**src/rtl/core/pncm_pkg.sv**
```systemverilog
// Shared types, constants and color packing functions for the palette matcher.
package pncm_pkg;

  // Default palette depth
  localparam int PALETTE_SIZE_DEF = 256;

  // Request codes
  localparam logic CMD_LOAD  = 1'b0;
  localparam logic CMD_QUERY = 1'b1;

  // Distance arithmetic
  localparam int          DIST_W    = 10;
  localparam logic [9:0]  MAX_DIST  = 10'd765;
  localparam logic [7:0]  ALPHA_THR = 8'd127;

  // Controller to datapath commands
  typedef struct packed {
    logic load_wr;      // write one palette entry
    logic query_start;  // capture query color, clear scan state
    logic scan;         // scan is running
  } dp_cmd_t;

  // Datapath to controller status
  typedef struct packed {
    logic scan_end;     // exact match seen or last entry compared
  } dp_stat_t;

  // floor(x / 255) for x up to 63 * 255
  function automatic logic [5:0] div255(input logic [13:0] x);
    logic [14:0] s;
    s = 15'(x) + 15'(x >> 8) + 15'd1;
    return s[13:8];
  endfunction

  // floor(c * 31 / 255)
  function automatic logic [4:0] to5(input logic [7:0] c);
    logic [13:0] x;
    logic [5:0]  q;
    x = 14'(c) * 14'd31;
    q = div255(x);
    return q[4:0];
  endfunction

  // floor(c * 63 / 255)
  function automatic logic [5:0] to6(input logic [7:0] c);
    logic [13:0] x;
    x = 14'(c) * 14'd63;
    return div255(x);
  endfunction

  // |a - b| on one channel
  function automatic logic [7:0] absdiff(input logic [7:0] a, input logic [7:0] b);
    return (a > b) ? (a - b) : (b - a);
  endfunction

endpackage

```
**src/rtl/core/pncm_ctrl.sv**
```systemverilog
// Controller state machine for the palette matcher: accepts requests, runs the scan.
module pncm_ctrl (
  input  logic               clk,
  input  logic               rst,
  input  logic               start,
  input  logic               cmd,
  input  pncm_pkg::dp_stat_t stat,
  output pncm_pkg::dp_cmd_t  dp_cmd,
  output logic               busy,
  output logic               done
);
  import pncm_pkg::*;

  typedef enum logic [2:0] {
    ST_IDLE  = 3'b001,
    ST_FETCH = 3'b010,
    ST_DONE  = 3'b100
  } state_t;

  state_t state, state_next;
  logic   accept;

  assign accept = start && (state == ST_IDLE);

  // Next state
  always_comb begin
    state_next = state;
    case (state)
      ST_IDLE:  if (accept && (cmd == CMD_QUERY)) state_next = ST_FETCH;
      ST_FETCH: if (stat.scan_end) state_next = ST_DONE;
      ST_DONE:  state_next = ST_IDLE;
      default:  state_next = ST_IDLE;
    endcase
  end

  always_ff @(posedge clk) begin
    if (rst) state <= ST_IDLE;
    else     state <= state_next;
  end

  // Commands and handshake outputs
  assign dp_cmd.load_wr     = accept && (cmd == CMD_LOAD);
  assign dp_cmd.query_start = accept && (cmd == CMD_QUERY);
  assign dp_cmd.scan        = (state == ST_FETCH);
  assign busy               = (state != ST_IDLE);
  assign done               = (state == ST_DONE);

endmodule

```
**config.mk**
```make
export PLATFORM = sky130hd
export DESIGN_NAME = pncm_ctrl
export DESIGN_NICKNAME = d
export VERILOG_FILES = /design/src/rtl/core/pncm_pkg.sv /design/src/rtl/core/pncm_ctrl.sv
export SDC_FILE = /design/constraint.sdc
export NUM_CORES = 1
export LEC_CHECK = 0
export ABC_AREA = 0
export BUFFER_PORTS_ARGS = -buffer_cell sky130_fd_sc_hd__clkbuf_2
export CAP_MARGIN = 20
export CORE_AREA = 2 2 39 41
export DETAILED_ROUTE_END_ITERATION = 8
export DIE_AREA = 0 0 41 43
export SYNTH_ARGS = -nofsm -noshare
export SYNTH_HDL_FRONTEND = slang
export SYNTH_SLANG_ARGS = --single-unit
```
**constraint.sdc**
```tcl
create_clock -name clk -period 1.41 [get_ports clk]
set_input_delay 0.141 -clock clk [delete_from_list [all_inputs] [get_ports clk]]
set_output_delay 0.141 -clock clk [all_outputs]
set_load 0.02 [all_outputs]
```
==> summary.txt <==
Setup path
  • Critical Path RT: 1.27 ns
  • Crit path max fanout: 4
  • Cells on worst reg2reg path: 2
  • Crit start category: flop
  • CP arrival: 1.22 ns
  • CP Capture Type: primary output
  • Crit path kind: reg2out

Floorplan
  • Chip Height: 43 um
  • Std cell rows: 14
  • Starting Density: 11.8%
  • Core Region: 1380 um2
  • Die ar.: 1760 um2
  • I/O pin total: 10
  • Chip Width: 41 um

Clock network
  • Post-CTS Setup Bufs: 0
  • H-tree Lvls: 1
  • CTS Root Cell: clkbuf_4
  • Clock transition at path regs: 0.04 ns
  • # clock sinks: 3
  • Worst-skew pair later-pin latency: 0.23 ns
  • CTS tree: yes
  • Num CTS Buffers: 3
  • # hold bufs at CTS: 0
  • Maximum buffer depth of the clock tree: 2

Drt
  • WL per Instance: 7.69 um
  • Drt pass-1 iters: 2
  • DR iter-0 viols: 1
  • Via count: 155
  • Vias per cell: 3.44
  • DRC viols: 0
  • Final wirelength: 346 um
  • ANT nets after route: 0

Run status
  • Outcome: complete, no violations

Yosys
  • Syn Nets: 22
  • Post-Synth Adder-Cell Area: 0%
  • Synth cell types: 12
  • Largest family of logic cells by synthesized area: simple AND/OR/NAND/NOR gates
  • Simple-gate share of the synthesized area: 38.9%
  • Netlist Area Pre-Place: 164 um2
  • #FFs+latches synth: 3
  • Xor/xnor share of the synthesized area: 0%
  • Avg Cell Area, Syn: 9.64 um2
  • Seq/Total Area, Yosys: 36.6%
  • Synth Instances: 17
  • Multiplexer share of the synthesized area: 0%
  • Synth warnings: 0
  • Synth Area in Compound Gates: 15.3%

GRT
  • Initial antenna violation count: 0
  • Vias in the first global route: 139
  • GRT Util Overall: 5.22%
  • First-pass GRT wire length: 558 um
  • Largest net degree at the start of global routing: 5
  • Grt ovf: 0

Placed design
  • HPWL Detailed: 259 um
  • Area after DPL: 221 um2
  • I/O Buffers: 9
  • Gpl congestion: 0.636

STA
  • Unrepaired setup endpoints after global routing: false
  • Maximum clock rate: 0.737 GHz
  • Setup Skew: 0.00144 ns
  • Tmin final: 1.36 ns
  • Final setup vio count: 0
  • Fin. max-slew vios: 0
  • Fin Hold WS: 0.132 ns
  • Final period util: 96.2%
  • Worst-Margin Slew: 0.188 ns
  • Setup TNS Final: 0 ns
  • Hold Fails Final Rpt: 0
  • Rel. slew slack: 87.5%

Power
  • Lkg Pwr: 0.122 nW
  • Max VDD drop: 0.523 mV
  • Cell Pwr Density: 1100 nW/um2

Layout
  • Layout cells sized above 1: 58.6%
  • Fillers: 155
  • Cell area after layout: 254 um2
  • Largest registers: state: 3 flops
  • Final #Nets: 35
  • Register with the most flip-flops: state
  • ANT cells: 0
  • P&R area growth vs syn: 55.0%
  • Number of flip-flops in the largest register: 3

Run
  • Max Cap Violations: 0

Worst hold path
  • Hold Crit Depth: 2
  • Hold Crit Class: in2reg
[per-layer routing]
metal	GRT usage, %	vias to the layer above	part of all wire [%]
li1	-	82	-
met1	6.43	63	49
met2	5.31	10	33
met3	6.28	0	18
met4	2.00	0	0
met5	0	-	0
[final timing paths]
kind                               start         to  slack (ns)
worst max-delay path            state[0]  dp_cmd[0]        0.05
worst min-delay path                stat   state[1]        0.13
worst max register to register  state[0]   state[0]        0.32
worst min register to register  state[2]   state[2]        0.60
[critical path, stage by stage, from the launching register on]
cell,delay (ns)
dfxtp_1,0.33
or3b_4,0.43
inv_1,0.06
clkbuf_2,0.16
[cell families (layout without fill, tap and decap cells)]
kind of cell / after synthesis / in the layout
compound gates: 2 / 2
buf+inv: 3 / 15
simple gates: 9 / 9
flops: 3 / 3
[final cells by class]
class | count | area [um2] | share of cell area [%]
Timing Repair Buffer | 9 | 45.0 | 17.7
Sequential cell | 3 | 61.3 | 24.1
Tap cell | 16 | 20.0 | 7.88
Clock buffer | 4 | 26.3 | 10.3
Inverter | 2 | 7.51 | 2.96
Multi-Input combinational cell | 11 | 93.8 | 36.9
[per-stage QoR]
step | std cells | power [mW] | setup WS [ns] | util [%]
6_report | 45 | 0.279 | 0.0532 | 18.4
2_1_floorplan | 17 | 0.113 | 0.356 | -
3_5_place_dp | 41 | 0.129 | 0.273 | 16.0
5_1_grt | 45 | 0.303 | 0.00107 | 18.4
3_3_place_gp | 41 | 0.128 | 0.288 | 16.0
4_1_cts | 45 | 0.286 | 0.0210 | 17.9
[where the power goes]
part,switching (mW),total [mW],leakage (nW),internal [mW]
Sequential,0.00285,0.0913,0.0249,0.0884
Clock,0.0439,0.150,0.0150,0.106
Combinational,0.0214,0.0380,0.0822,0.0166
Total,0.0682,0.279,0.122,0.211
[repair_timing]
action	in CTS	in global routing
endpoints found under the hold margin	0	0
resized for setup	0	2
endpoints found under the setup margin	0	2
[cells in the mapped netlist]
cell,count,area [um2]
nor3b_1,1,7.51
or3b_4,1,11.3
buf_4,1,7.51
nor2_1,3,11.3
nand2_1,1,3.75
nand2b_1,1,6.26
inv_1,2,7.51
o22a_1,1,8.76
nor3b_2,1,12.5
dfxtp_1,3,60.1
nand4bb_1,1,11.3
o32ai_2,1,16.3
[placed cells by master (no fill, tap or decap)]
cell type  Yosys  layout
clkbuf_1       0       1
nand4bb_2      0       1
dfxtp_1        3       2
nor2_1         3       3
o22a_1         1       1
nand2b_1       1       1
dfxtp_2        0       1
inv_1          2       2
nand2_1        1       1
nor3b_2        1       1
nor3b_1        1       1
clkbuf_4       0       3
clkbuf_2       0       9
o32ai_2        1       1
or3b_4         1       1
(Power assumes the default switching activity.)
